[src/hw/rtl/slu_pkg.sv]
// Shared types, codes and character-class helpers for the query lexer.
package slu_pkg;

    localparam int QDEPTH     = 4;
    localparam int HOLD_DEPTH = 6;

    localparam logic [2:0] K_KEYWORD  = 3'd0;
    localparam logic [2:0] K_IDENT    = 3'd1;
    localparam logic [2:0] K_LITERAL  = 3'd2;
    localparam logic [2:0] K_OPERATOR = 3'd3;
    localparam logic [2:0] K_UNKNOWN  = 3'd4;
    localparam logic [2:0] K_EOF      = 3'd5;

    localparam logic       REQ_BYTE = 1'b0;
    localparam logic       REQ_END  = 1'b1;

    localparam logic [47:0] KW_SELECT = "SELECT";
    localparam logic [39:0] KW_WHERE  = "WHERE";
    localparam logic [31:0] KW_FROM   = "FROM";

    // One result item.
    typedef struct packed {
        logic       is_end;
        logic [7:0] val;
        logic [2:0] kind;
    } t_res;

    // Results of one request: held bytes first, then up to three plain results.
    typedef struct packed {
        logic [HOLD_DEPTH-1:0][7:0] hold;
        logic [2:0]                 flush_n;
        logic [2:0]                 flush_kind;
        logic [1:0]                 simple_n;
        t_res [2:0]                 simple;
    } t_cmd;

    function automatic t_res mk_res(logic e, logic [7:0] v, logic [2:0] k);
        t_res r;
        r.is_end = e;
        r.val    = v;
        r.kind   = k;
        return r;
    endfunction

    function automatic logic is_space(logic [7:0] b);
        return (b == 8'h20) || (b >= 8'h09 && b <= 8'h0D);
    endfunction

    function automatic logic is_digit(logic [7:0] b);
        return b >= "0" && b <= "9";
    endfunction

    function automatic logic is_lead(logic [7:0] b);
        return (b >= "a" && b <= "z") || (b >= "A" && b <= "Z") || b == "_";
    endfunction

    function automatic logic [7:0] to_upper(logic [7:0] b);
        return (b >= "a" && b <= "z") ? b - 8'd32 : b;
    endfunction

endpackage

[src/hw/rtl/slu_front.sv]
// Front end: classifies each request byte and builds the result command.
module slu_front import slu_pkg::*; (
    input  logic       i_clk,
    input  logic       i_rst_n,
    input  logic       i_valid,
    output logic       o_ready,
    input  logic       i_req_type,
    input  logic [7:0] i_byte,
    input  logic       i_q_full,
    output logic       o_push,
    output t_cmd       o_cmd
);

    typedef enum logic [2:0] {
        M_IDLE  = 3'd0,
        M_IDENT = 3'd1,
        M_NUM   = 3'd2,
        M_STR   = 3'd3,
        M_OP    = 3'd4
    } t_mode;

    localparam logic [2:0] STREAMING = 3'd7;

    t_mode                      r_mode, n_mode;
    logic                       r_qdbl, n_qdbl;
    logic [HOLD_DEPTH-1:0][7:0] r_hold, n_hold;
    logic [2:0]                 r_count, n_count;

    logic       accept;
    logic [1:0] sn;
    logic       do_start;
    logic       kw;
    logic [2:0] ckind;
    logic [HOLD_DEPTH-1:0][7:0] up;
    logic [7:0] b;
    logic [7:0] quote;
    t_cmd       cmd;

    assign b       = i_byte;
    assign o_ready = !i_q_full;
    assign accept  = i_valid && o_ready;

    always_comb begin
        for (int i = 0; i < HOLD_DEPTH; i++) begin
            up[i] = to_upper(r_hold[i]);
        end
        kw = (r_count == 3'd6 && {up[0], up[1], up[2], up[3], up[4], up[5]} == KW_SELECT)
          || (r_count == 3'd4 && {up[0], up[1], up[2], up[3]} == KW_FROM)
          || (r_count == 3'd5 && {up[0], up[1], up[2], up[3], up[4]} == KW_WHERE);
        ckind = kw ? K_KEYWORD : K_IDENT;
        quote = r_qdbl ? 8'h22 : 8'h27;
    end

    always_comb begin
        n_mode   = r_mode;
        n_qdbl   = r_qdbl;
        n_hold   = r_hold;
        n_count  = r_count;
        cmd      = '0;
        cmd.hold = kw ? up : r_hold;
        sn       = 2'd0;
        do_start = 1'b0;

        if (i_req_type == REQ_END) begin
            case (r_mode)
                M_IDENT: begin
                    if (r_count <= 3'd6) begin
                        cmd.flush_n    = r_count;
                        cmd.flush_kind = ckind;
                        cmd.simple[sn] = mk_res(1'b1, 8'd0, ckind);
                    end else begin
                        cmd.simple[sn] = mk_res(1'b1, 8'd0, K_IDENT);
                    end
                    sn = sn + 2'd1;
                end
                M_NUM, M_STR: begin
                    cmd.simple[sn] = mk_res(1'b1, 8'd0, K_LITERAL);
                    sn = sn + 2'd1;
                end
                M_OP: begin
                    cmd.simple[sn] = mk_res(1'b1, 8'd0, K_OPERATOR);
                    sn = sn + 2'd1;
                end
                default: ;
            endcase
            cmd.simple[sn] = mk_res(1'b1, 8'd0, K_EOF);
            sn = sn + 2'd1;
            n_mode  = M_IDLE;
            n_count = 3'd0;
        end else begin
            case (r_mode)
                M_IDENT: begin
                    if (is_lead(b) || is_digit(b)) begin
                        if (r_count < 3'd6) begin
                            n_hold[r_count] = b;
                            n_count = r_count + 3'd1;
                        end else if (r_count == 3'd6) begin
                            cmd.hold       = r_hold;
                            cmd.flush_n    = 3'd6;
                            cmd.flush_kind = K_IDENT;
                            cmd.simple[sn] = mk_res(1'b0, b, K_IDENT);
                            sn = sn + 2'd1;
                            n_count = STREAMING;
                        end else begin
                            cmd.simple[sn] = mk_res(1'b0, b, K_IDENT);
                            sn = sn + 2'd1;
                        end
                    end else begin
                        // close the identifier, then lex this byte afresh
                        if (r_count <= 3'd6) begin
                            cmd.flush_n    = r_count;
                            cmd.flush_kind = ckind;
                            cmd.simple[sn] = mk_res(1'b1, 8'd0, ckind);
                        end else begin
                            cmd.simple[sn] = mk_res(1'b1, 8'd0, K_IDENT);
                        end
                        sn = sn + 2'd1;
                        n_count  = 3'd0;
                        do_start = 1'b1;
                    end
                end
                M_NUM: begin
                    if (is_digit(b)) begin
                        cmd.simple[sn] = mk_res(1'b0, b, K_LITERAL);
                        sn = sn + 2'd1;
                    end else begin
                        cmd.simple[sn] = mk_res(1'b1, 8'd0, K_LITERAL);
                        sn = sn + 2'd1;
                        do_start = 1'b1;
                    end
                end
                M_STR: begin
                    if (b == quote) begin
                        cmd.simple[sn] = mk_res(1'b1, 8'd0, K_LITERAL);
                        sn = sn + 2'd1;
                        n_mode = M_IDLE;
                    end else if (b == 8'd0) begin
                        cmd.simple[sn] = mk_res(1'b1, 8'd0, K_LITERAL);
                        sn = sn + 2'd1;
                        do_start = 1'b1;
                    end else begin
                        cmd.simple[sn] = mk_res(1'b0, b, K_LITERAL);
                        sn = sn + 2'd1;
                    end
                end
                M_OP: begin
                    if (b == "=") begin
                        cmd.simple[sn] = mk_res(1'b0, b, K_OPERATOR);
                        sn = sn + 2'd1;
                        cmd.simple[sn] = mk_res(1'b1, 8'd0, K_OPERATOR);
                        sn = sn + 2'd1;
                        n_mode = M_IDLE;
                    end else begin
                        cmd.simple[sn] = mk_res(1'b1, 8'd0, K_OPERATOR);
                        sn = sn + 2'd1;
                        do_start = 1'b1;
                    end
                end
                default: do_start = 1'b1;
            endcase

            if (do_start) begin
                n_mode = M_IDLE;
                if (is_space(b)) begin
                    n_mode = M_IDLE;
                end else if (is_lead(b)) begin
                    n_mode    = M_IDENT;
                    n_hold[0] = b;
                    n_count   = 3'd1;
                end else if (is_digit(b)) begin
                    n_mode = M_NUM;
                    cmd.simple[sn] = mk_res(1'b0, b, K_LITERAL);
                    sn = sn + 2'd1;
                end else if (b == 8'h27 || b == 8'h22) begin
                    n_mode = M_STR;
                    n_qdbl = (b == 8'h22);
                end else if (b == "=" || b == "<" || b == ">") begin
                    n_mode = M_OP;
                    cmd.simple[sn] = mk_res(1'b0, b, K_OPERATOR);
                    sn = sn + 2'd1;
                end else if (b == "*") begin
                    cmd.simple[sn] = mk_res(1'b0, b, K_IDENT);
                    sn = sn + 2'd1;
                    cmd.simple[sn] = mk_res(1'b1, 8'd0, K_IDENT);
                    sn = sn + 2'd1;
                end else begin
                    cmd.simple[sn] = mk_res(1'b0, b, K_UNKNOWN);
                    sn = sn + 2'd1;
                    cmd.simple[sn] = mk_res(1'b1, 8'd0, K_UNKNOWN);
                    sn = sn + 2'd1;
                end
            end
        end
        cmd.simple_n = sn;
    end

    assign o_cmd  = cmd;
    assign o_push = accept && (cmd.flush_n != 3'd0 || cmd.simple_n != 2'd0);

    always_ff @(posedge i_clk) begin
        if (!i_rst_n) begin
            r_mode  <= M_IDLE;
            r_qdbl  <= 1'b0;
            r_count <= 3'd0;
        end else if (accept) begin
            r_mode  <= n_mode;
            r_qdbl  <= n_qdbl;
            r_count <= n_count;
        end
    end

    always_ff @(posedge i_clk) begin
        if (accept) begin
            r_hold <= n_hold;
        end
    end

    a_count_idle: assert property (@(posedge i_clk) disable iff (!i_rst_n)
        r_mode != M_IDENT |-> r_count == 3'd0)
        else $error("hold count left over outside an identifier");
    a_count_ident: assert property (@(posedge i_clk) disable iff (!i_rst_n)
        r_mode == M_IDENT |-> r_count != 3'd0)
        else $error("identifier open with nothing held");

endmodule

[src/hw/rtl/slu_cmd_queue.sv]
// Short command queue between the classifier and the result sequencer.
module slu_cmd_queue import slu_pkg::*; (
    input  logic i_clk,
    input  logic i_rst_n,
    input  logic i_push,
    input  t_cmd i_cmd,
    output logic o_full,
    output logic o_valid,
    input  logic i_pop,
    output t_cmd o_cmd
);

    localparam int PW = $clog2(QDEPTH);
    localparam int CW = $clog2(QDEPTH + 1);

    t_cmd            r_mem [QDEPTH];
    logic [PW-1:0]   r_wptr, r_rptr;
    logic [CW-1:0]   r_count;

    assign o_full  = (r_count == CW'(QDEPTH));
    assign o_valid = (r_count != '0);
    assign o_cmd   = r_mem[r_rptr];

    always_ff @(posedge i_clk) begin
        if (!i_rst_n) begin
            r_wptr  <= '0;
            r_rptr  <= '0;
            r_count <= '0;
        end else begin
            if (i_push) begin
                r_wptr <= (r_wptr == PW'(QDEPTH - 1)) ? '0 : r_wptr + 1'b1;
            end
            if (i_pop) begin
                r_rptr <= (r_rptr == PW'(QDEPTH - 1)) ? '0 : r_rptr + 1'b1;
            end
            case ({i_push, i_pop})
                2'b10:   r_count <= r_count + 1'b1;
                2'b01:   r_count <= r_count - 1'b1;
                default: r_count <= r_count;
            endcase
        end
    end

    always_ff @(posedge i_clk) begin
        if (i_push) begin
            r_mem[r_wptr] <= i_cmd;
        end
    end

    a_no_overflow: assert property (@(posedge i_clk) disable iff (!i_rst_n)
        !(i_push && o_full))
        else $error("push into a full command queue");
    a_no_underflow: assert property (@(posedge i_clk) disable iff (!i_rst_n)
        !(i_pop && !o_valid))
        else $error("pop from an empty command queue");

endmodule

[src/hw/rtl/slu_back.sv]
// Back end: walks each command one result per cycle into the output register while the output is not stalled.
module slu_back import slu_pkg::*; (
    input  logic       i_clk,
    input  logic       i_rst_n,
    input  logic       i_q_valid,
    input  t_cmd       i_cmd,
    output logic       o_pop,
    output logic       o_valid,
    input  logic       i_ready,
    output t_res       o_res,
    output logic       o_last
);

    logic [3:0] r_idx;
    logic       r_valid;
    t_res       r_res;
    logic       r_last;

    logic [3:0] total;
    logic [3:0] sidx;
    logic       load;
    logic       is_last;
    t_res       cur;

    assign total   = {1'b0, i_cmd.flush_n} + {2'b00, i_cmd.simple_n};
    assign sidx    = r_idx - {1'b0, i_cmd.flush_n};
    assign is_last = (r_idx == total - 4'd1);
    assign load    = i_q_valid && (!r_valid || i_ready);
    assign o_pop   = load && is_last;

    always_comb begin
        if (r_idx < {1'b0, i_cmd.flush_n}) begin
            cur = mk_res(1'b0, i_cmd.hold[r_idx[2:0]], i_cmd.flush_kind);
        end else begin
            cur = i_cmd.simple[sidx[1:0]];
        end
    end

    always_ff @(posedge i_clk) begin
        if (!i_rst_n) begin
            r_idx   <= 4'd0;
            r_valid <= 1'b0;
        end else begin
            if (load) begin
                r_valid <= 1'b1;
                r_idx   <= is_last ? 4'd0 : r_idx + 4'd1;
            end else if (i_ready) begin
                r_valid <= 1'b0;
            end
        end
    end

    always_ff @(posedge i_clk) begin
        if (load) begin
            r_res  <= cur;
            r_last <= is_last;
        end
    end

    assign o_valid = r_valid;
    assign o_res   = r_res;
    assign o_last  = r_last;

    a_idx_in_range: assert property (@(posedge i_clk) disable iff (!i_rst_n)
        i_q_valid |-> r_idx < total)
        else $error("result index past end of command");
    a_idx_needs_cmd: assert property (@(posedge i_clk) disable iff (!i_rst_n)
        r_idx != 4'd0 |-> i_q_valid)
        else $error("command left the queue mid-walk");

endmodule

[src/hw/rtl/sql_query_lexer_unit.sv]
// Top level of the query lexer: classifier, command queue and result sequencer.
// Takes one query byte (or an end-of-input request) per cycle while the command
// queue is not full and produces the token stream one result per cycle while the
// receiver is ready; each request causes 0 to 9 results, which leave through the
// result sequencer's single output port. A four-entry command queue lets byte
// intake run ahead of the result drain, and requests that cause no result
// (whitespace, held identifier bytes) never enter the queue.
module sql_query_lexer_unit import slu_pkg::*; (
    input  logic       i_clk,
    input  logic       i_rst_n,
    input  logic       s_axis_tvalid,
    output logic       s_axis_tready,
    input  logic [7:0] s_axis_tdata,   // in_byte
    input  logic       s_axis_tuser,   // req_type
    output logic       m_axis_tvalid,
    input  logic       m_axis_tready,
    output logic [7:0] m_axis_tdata,   // value_byte
    output logic [3:0] m_axis_tuser,   // is_token_end, token_kind[2:0]
    output logic       m_axis_tlast    // last_in_run
);

    logic q_full, q_valid, push, pop;
    t_cmd front_cmd, head_cmd;
    t_res res;

    slu_front u_front (
        .i_clk      (i_clk),
        .i_rst_n    (i_rst_n),
        .i_valid    (s_axis_tvalid),
        .o_ready    (s_axis_tready),
        .i_req_type (s_axis_tuser),
        .i_byte     (s_axis_tdata),
        .i_q_full   (q_full),
        .o_push     (push),
        .o_cmd      (front_cmd)
    );

    slu_cmd_queue u_queue (
        .i_clk   (i_clk),
        .i_rst_n (i_rst_n),
        .i_push  (push),
        .i_cmd   (front_cmd),
        .o_full  (q_full),
        .o_valid (q_valid),
        .i_pop   (pop),
        .o_cmd   (head_cmd)
    );

    slu_back u_back (
        .i_clk     (i_clk),
        .i_rst_n   (i_rst_n),
        .i_q_valid (q_valid),
        .i_cmd     (head_cmd),
        .o_pop     (pop),
        .o_valid   (m_axis_tvalid),
        .i_ready   (m_axis_tready),
        .o_res     (res),
        .o_last    (m_axis_tlast)
    );

    assign m_axis_tdata = res.val;
    assign m_axis_tuser = {res.kind, res.is_end};

endmodule

[config.mk]
export PLATFORM = sky130hd
export DESIGN_NAME = sql_query_lexer_unit
export DESIGN_NICKNAME = d
export VERILOG_FILES = /design/src/hw/rtl/slu_pkg.sv /design/src/hw/rtl/slu_front.sv /design/src/hw/rtl/slu_cmd_queue.sv /design/src/hw/rtl/slu_back.sv /design/src/hw/rtl/sql_query_lexer_unit.sv
export SDC_FILE = /design/constraint.sdc
export NUM_CORES = 1
export LEC_CHECK = 0
export BUFFER_PORTS_ARGS = -buffer_cell sky130_fd_sc_hd__clkbuf_2
export CAP_MARGIN = 15
export CORE_MARGIN = 2
export CORE_UTILIZATION = 39
export DETAILED_ROUTE_END_ITERATION = 6
export PLACE_DENSITY = 0.57
export SLEW_MARGIN = 20
export SYNTH_ARGS = -nofsm -noshare
export SYNTH_HDL_FRONTEND = slang
export SYNTH_SLANG_ARGS = --single-unit
[constraint.sdc]
create_clock -name i_clk -period 12.2 [get_ports i_clk]
set_input_delay 0 -clock i_clk [delete_from_list [all_inputs] [get_ports i_clk]]
set_output_delay 0 -clock i_clk [all_outputs]
set_load 0.02 [all_outputs]
==> results.txt, run 1 <==
- The later pin in the worst-skew pair is clocked with a latency of 0.58 ns.
* Fill cells: 4125
- For this design the ratio of total power to cell area is 167 mW/mm^2.
- Sequential power share: 49.6%
* Path class of the lowest-slack min-delay path: in -> reg
* Initial antenna violation count: 0
* CORE AREA: 0.0476 sq mm
- Summing the areas of all and, or, nand and nor instances in the mapped netlist gives 7.13% of the synthesized area.
- Summing the areas of all fa, ha and maj instances in the mapped netlist gives 2.05% of the synthesized area.
- The first global-routing pass estimated 65300 um of wire.
- Synth Warn #: 0
* Final setup violation count: 0
* Chip width: 224 um
* Area taken by flip-flops and latches: 0.0131 sq mm
* Xor-xnor portion of the synthesized cell area: 0.605%
- Layout cells sized above 1: 20.5%
- Using the TritonRoute via totals, the vias-per-cell ratio works out to 5.64.
* Sort of element at the start of the critical path: flop
- Vias in the first global route: 10500
- The detail route stage leaves a number of antenna-violating nets equal to 0.
* H-tree depth: 2
- Actual transition at the worst max-transition pin: 0.996 ns
* Synth top area share: 67.2%
- Hold Path Origin: s_axis_tdata[1]
- Of the total power, combinational logic draws 11.8%.
- Setup repair after global routing left no endpoint under its margin.
- The total overflow left after global routing is 0.
* Die Y-Extent: 224 um
- TritonCTS clock tree: yes
- CTS saw 442 sinks.
* # resized after CTS: 0
- Inserted Clock Buffers: 48
- Synth Net Count: 1132
* Arrival time of data at the critical path endpoint: 6.53 ns
- In the synthesized netlist, mux cells make up 13.2% of the area.
* GRT Resource Usage Total: 17.6%
- DRC violations left: 0
* Total vias in the final route: 10100
- Crit share post-route: 49.4%
- The hold violation count in the final report was 0.
- The number of antenna diodes in the final layout is 0.
- Averaged over all synthesized cells, the footprint is 17.3 sq um.
- The clock arrives with 0.0196 ns of skew.
- The number of different library cells used by synthesis comes to 81.
- Summed over all instances, the cell type with the most area after synthesis is edfxtp_1.
* Static leakage: 6.82 nW
- Starting density of the core: 39.5%
- Clock power share: 38.5%
- Biggest area contributors in the synthesized netlist: edfxtp_1 67%, mux4_2 12%, dfxtp_1 2.2%, ha_1 1.7%, nand2_1 1.4%
- Cell internal power was estimated by the tool at 2.68 mW.
- Crit path capture type: flop
* Worst-path clk slew: 0.06 ns
* Last weighted congestion value of the routability-driven placer: 0.855
- Count of pins over their slew limit: 0
- The root buffer cell chosen for the clock tree is clkbuf_16.
- Maxcap violations: 0
- Once the clock tree was built, the setup fixing pass inserted 0 buffers.
- The most used flip-flop cell after synthesis is edfxtp_1.
* Switching Fraction: 24.3%
- Along the worst path, the maximum fanout reaches 43.
* Final cell utilization of the core: 44.4%
- The run finished with clean final reports.
* Switching power: 0.859 mW
* I/O Buffers: 27
- Row count: 80
* Total negative setup slack: 0 ns
- Detailed placement finished with a half-perimeter wire length of 26000 um.
* Synthesized cell area: 0.0188 sq mm
* Multi-input gate area: 0.00538 sq mm
- Seq/Total Area, Yosys: 69.4%
- Post-synthesis compound-gate area fraction: 5.46%
* Worst IR drop on VDD: 0.109 mV
- The worst path in the final design needs a cycle of 6.03 ns, including I/O delays and setup.
- Main combinational cell family by area after synthesis: multiplexers
- Yosys instantiated no cell more often than edfxtp_1.
- Synth async-reset ratio: 0%
* Seq cells post-synth: 442
* Crit Path Category: reg -> reg
- Worst endpoint required time: 12.70 ns
- Wirelength per Cell: 23.9 um
- Synthesis-to-layout area growth: 12.5%
- The cell count after synthesis came out at 1090.
- Initial DRT Pass Iterations: 5
- Final wirelength: 42600 um
- For this run, the top clock speed supported by timing is 166 MHz.
* Die Area: 0.0500 sq mm
- Ranking of synthesized cells by instance count: 421 x edfxtp_1, 98 x mux4_2, 72 x nand2_1
- Count of nets after finishing: 1176
- Entering global routing, the biggest net connects 49 pins.
* Number of synthesized flops with an enable pin: 421
- I/O pin cnt: 28
- Counting along the longest clock path gives a buffer depth of 3.
- In this run the tightest slew margin relative to its limit is 33.1%.
- 1st-iter DRT viols: 1013
per-stage QoR:
stage / instances / hold slack (ns) / power (mW) / setup WS (ns) / instance area [sq um]
5_1_grt: 1784 / 0.0141 / 3.67 / 5.59 / 21200
3_5_place_dp: 1694 / 0.305 / 2.21 / 6.10 / 19600
4_1_cts: 1784 / 0.00118 / 3.58 / 6.07 / 21200
2_1_floorplan: 1090 / 0.0989 / 2.06 / 7.26 / 18800
6_report: 1784 / 0.0132 / 3.54 / 6.17 / 21200
3_3_place_gp: 1694 / 0.295 / 2.21 / 6.10 / 19600
critical path, cell delays in order (launching register included):
cell and delay, ns:
dfxtp_4 0.63, buf_4 0.56, buf_4 0.82, mux4_2 0.59, inv_1 0.11, ha_1 0.23, inv_1 0.06, ha_1 0.16
fa_1 0.42, xor2_1 0.16, nor4_1 0.47, nand2_1 0.26, inv_1 0.13, ha_1 0.19, inv_1 0.07, fa_1 0.42
xor2_1 0.16, or3_1 0.30, a21boi_0 0.15
cell type report:
class                      count  area share, %
clock buffer                  61           5.91
clock inverter                24          0.999
inverter                      43          0.763
multi-input combinational    549           25.4
sequential                   442           61.8
tap                          615           3.64
timing repair buffer          50           1.51
registers in the layout (all words and copies together), names as in the netlist, named ones only:
name             flops
u_front.r_qdbl       1
u_back.r_idx         4
u_front.r_hold      48
u_back.o_res        12
u_queue.r_wptr       2
u_queue.r_count      3
u_back.o_valid       1
u_queue.r_mem      360
u_front.r_count      3
u_queue.r_rptr       2
u_front.r_mode       3
u_back.o_last        1
routing by layer:
layer  track usage (%)  share of wire [%]  wire length, um
met1              23.7                 43            18500
met2              28.7                 48            20600
met3              3.36                5.3             2250
met4              6.02                2.8             1200
met5                 0                  0                0
what timing repair did:
item	4_1_cts	5_1_grt
hold endpoints to repair	22	0
setup endpoints to repair	0	0
hold buffers	5	0
placed cells by master, fill, tap and decap left out, drive strengths merged, types with 5 or more instances in the layout:
cell type,synthesis,final
or4,7,7
dlygate4sd3,0,5
mux4,98,98
o21a,6,6
o41ai,5,5
nor2,47,47
xnor2,7,7
nor4,7,7
nand4,12,12
o22ai,6,6
a21oi,20,20
a2111oi,5,5
inv,40,42
nor3,14,14
nor2b,8,8
a21o,10,10
nand2,72,72
nand3,10,10
edfxtp,421,421
ha,26,26
and2,41,41
clkbuf,32,88
xor2,6,6
mux2i,6,6
dfxtp,21,21
clkinv,3,20
a21boi,7,7
a221oi,17,17
o21ai,13,13
mux2,19,19
nand2b,10,10
buf,24,18
cells by family after synthesis:
family,count (synthesis)
AOI/OAI and AO/OA,131
xor gates and xnor gates,13
adders and majority gates,29
buffers and inverters,99
DFF,442
muxes,123
and+or+nand+nor,253
path summary, 6_finish.rpt:
check / slack (ns) / end / cells past startpoint
max reg2reg: 6.17 / u_queue.r_count[2] / 18
max: 6.17 / u_queue.r_count[2] / 18
min reg2reg: 0.50 / flop / 2
min: 0.01 / u_front.r_hold[41] / 1
power by group through the flow:
stage               Combinational, mW  Clock (mW)  Sequential, mW
floorplan                       0.263           0            1.80
global placement                0.422           0            1.79
detailed placement              0.424           0            1.79
CTS                             0.428        1.40            1.76
global route                    0.453        1.46            1.76
finish                          0.419        1.36            1.76
No activity file was read; power rests on OpenSTA's default activity.
==> inputs of run 2 (changes only) <==
- clock period: 12.2 -> 5.85 ns (I/O delays scaled with it)
==> results.txt, run 2 (same netlist as run 1, synthesis figures left out) <==
- The maximum level of the CTS H-tree came to 2 (unchanged).
- The buffer depth of the longest clock path was 3 (unchanged).
- Last weighted congestion value of the routability-driven placer: 0.873 (was 0.855)
- The maximum number of pins on one net before global-route repair came to 59 (was 49).
- RSZ-0062 raised after global routing: false (unchanged).
- Final wirelength: 42400 um (was 42600 um)
- Total vias in the final route: 10100 (about the same)
- Count of final hold-check violations: 0 (unchanged)
* GRT Resource Usage Total: 17.5% (was 17.6%)
* Post-route setup slack: 1.39 ns (was 6.17 ns)
* Maximum achievable frequency: 224 MHz (was 166 MHz)
- The worst min-delay path class was in -> reg (unchanged).
* Worst-path clk slew: 0.06 ns (about the same)
- Hold-fix buffers at CTS: 11 (was 5)
- The number of DRC violations after detailed routing came to 0 (unchanged).
* Register with the most flip-flops: u_queue.r_mem (unchanged)
* Initial DRT Pass Iterations: 5 (unchanged)
* Multi-input gate area: 0.00540 sq mm (was 0.00538 sq mm)
* Static leakage: 6.92 nW (was 6.82 nW)
* Result of the run: complete, no violations (unchanged)
- The critical path start-end classification is reg -> reg (unchanged).
- Commonest cells after routing, fill and taps aside: 421 x edfxtp_1, 98 x mux4_2, 72 x nand2_1 (unchanged).
- The startpoint kind of the worst setup timing path is a flop (unchanged).
* Number of sinks handled by clock tree synthesis: 442 (unchanged)
- The areal power density over the cells was 351 mW/mm^2 (was 167 mW/mm^2).
* Die Area: 0.0500 sq mm (unchanged)
* Most common cell after layout, fill and taps aside: edfxtp_1 (unchanged)
* Count of nets after finishing: 1181 (was 1176)
- Half-perimeter wire length after placement: 26600 um (was 26000 um)
- The clock buffer count from CTS came to 46 (was 48).
* Wirelength per Cell: 23.7 um (was 23.9 um)
- Detail Route Antenna Nets: 0 (unchanged)
* Max_slew headroom: 24.3% (was 33.1%)
- The floorplan die width is 224 um (unchanged).
- The overflow left after global routing is 0 (unchanged).
* Total negative setup slack: 0 ns (unchanged)
- Ant diodes: 0 (unchanged)
* Initial antenna violation count: 0 (unchanged)
- The clock latency on the worst-skew pair was 0.58 ns (about the same).
* Actual transition at the worst max-transition pin: 1.13 ns (was 0.996 ns)
- Root buf cell: clkbuf_16 (unchanged)
- Starting density of the core: 39.5% (unchanged)
* Vias in the first global route: 10400 (was 10500)
- The number of I/O port buffers came to 27 (unchanged).
- The flip-flop and latch area came to 0.0131 sq mm (unchanged).
- Count of pins over their slew limit: 0 (unchanged)
* Max reg flops: 360 (unchanged)
* Post-Place Worst Slack: 1.38 ns (was 6.10 ns)
* CORE AREA: 0.0476 sq mm (unchanged)
- Arrival time of data at the critical path endpoint: 4.95 ns (was 6.53 ns)
* Global-route wire length before repair: 65100 um (was 65300 um)
- Final setup violation count: 0 (unchanged)
- Die Y-Extent: 224 um (unchanged)
- TritonCTS clock tree: yes (unchanged)
- 1st-iter DRT viols: 807 (was 1013)
* Max Clock Skew: 0.0261 ns (was 0.0196 ns)
* Worst endpoint required time: 6.34 ns (was 12.70 ns)
- The number of cell rows is 80 (unchanged).
- The highest net fanout along the worst path is 33 (was 43).
- Maxcap violations: 0 (unchanged)
- Worst IR drop on VDD: 0.253 mV (was 0.109 mV)
- Synthesis-to-layout area growth: 13.6% (was 12.5%)
- # resized after CTS: 0 (unchanged)
- The I/O pin total is 28 (unchanged).
* Detail-routed via count per cell: 5.61 (was 5.64)
- Post-CTS setup repair buffer count: 0 (unchanged)
- The share of final-layout standard cells stronger than drive strength 1 was 20.9% (was 20.5%).
* Crit share post-route: 76.3% (was 49.4%)
- The number of filler instances in the final layout is 4126 (was 4125).
- The post-route minimum period was 4.46 ns (was 6.03 ns).
* Crit path capture type: flop (unchanged)
## run 2: area by class of cell
type	instances	area share, %
Clock buffer	60	5.78
Clock inverter	26	1.38
Inverter	43	0.755
Multi-Input combinational cell	549	25.3
Sequential cell	442	61.2
Tap cell	615	3.60
Timing Repair Buffer	57	2.05
## run 2: worst max-delay path: stages (launching register included)
cell and delay [ns]:
dfxtp_4 0.40, buf_4 0.58, mux4_2 0.63, inv_1 0.12, fa_1 0.41, xor2_1 0.16, nor4_1 0.45, nand2_1 0.21
inv_1 0.12, ha_1 0.18, inv_1 0.07, fa_1 0.43, xor2_1 0.16, or3_1 0.30, a21boi_0 0.17
## run 2: path summary, 6_finish.rpt
path,from,end,slack (ns),cells after the start
hold / removal,s_axis_tdata[2],u_front.r_hold[18],0.03,1
hold reg to reg,u_queue.r_wptr[1],u_queue.r_wptr[1],0.50,2
setup reg to reg,flop,u_queue.r_count[2],1.39,14
setup / recovery,flop,u_queue.r_count[2],1.39,14
## run 2: report_power, final
group          switching, mW  internal (mW)  leakage (nW)  total, mW
Sequential            0.0439           3.61          4.06       3.65
Combinational          0.559          0.346          2.11      0.905
Clock                   1.19           1.76         0.746       2.94
Total                   1.79           5.71          6.92       7.50
## run 2: per-stage QoR
step | util (%) | area (sq um) | total power, mW | hold slack (ns) | cells
floorplan | - | 18800 | 4.30 | 0.0989 | 1090
global placement | 41.4 | 19700 | 4.63 | 0.297 | 1695
detailed placement | 41.4 | 19700 | 4.64 | 0.309 | 1695
CTS | 44.8 | 21400 | 7.59 | 0.00251 | 1792
global route | 44.8 | 21400 | 7.80 | 0.0213 | 1792
finish | 44.8 | 21400 | 7.50 | 0.0291 | 1792
## run 2: routing by layer
| layer | routed length [um] | GRT usage, % |
|---|---|---|
| met2 | 20400 | 28.3 |
| met4 | 956 | 4.88 |
| met1 | 19300 | 24.8 |
| met3 | 1730 | 2.70 |
| met5 | 0 | 0 |
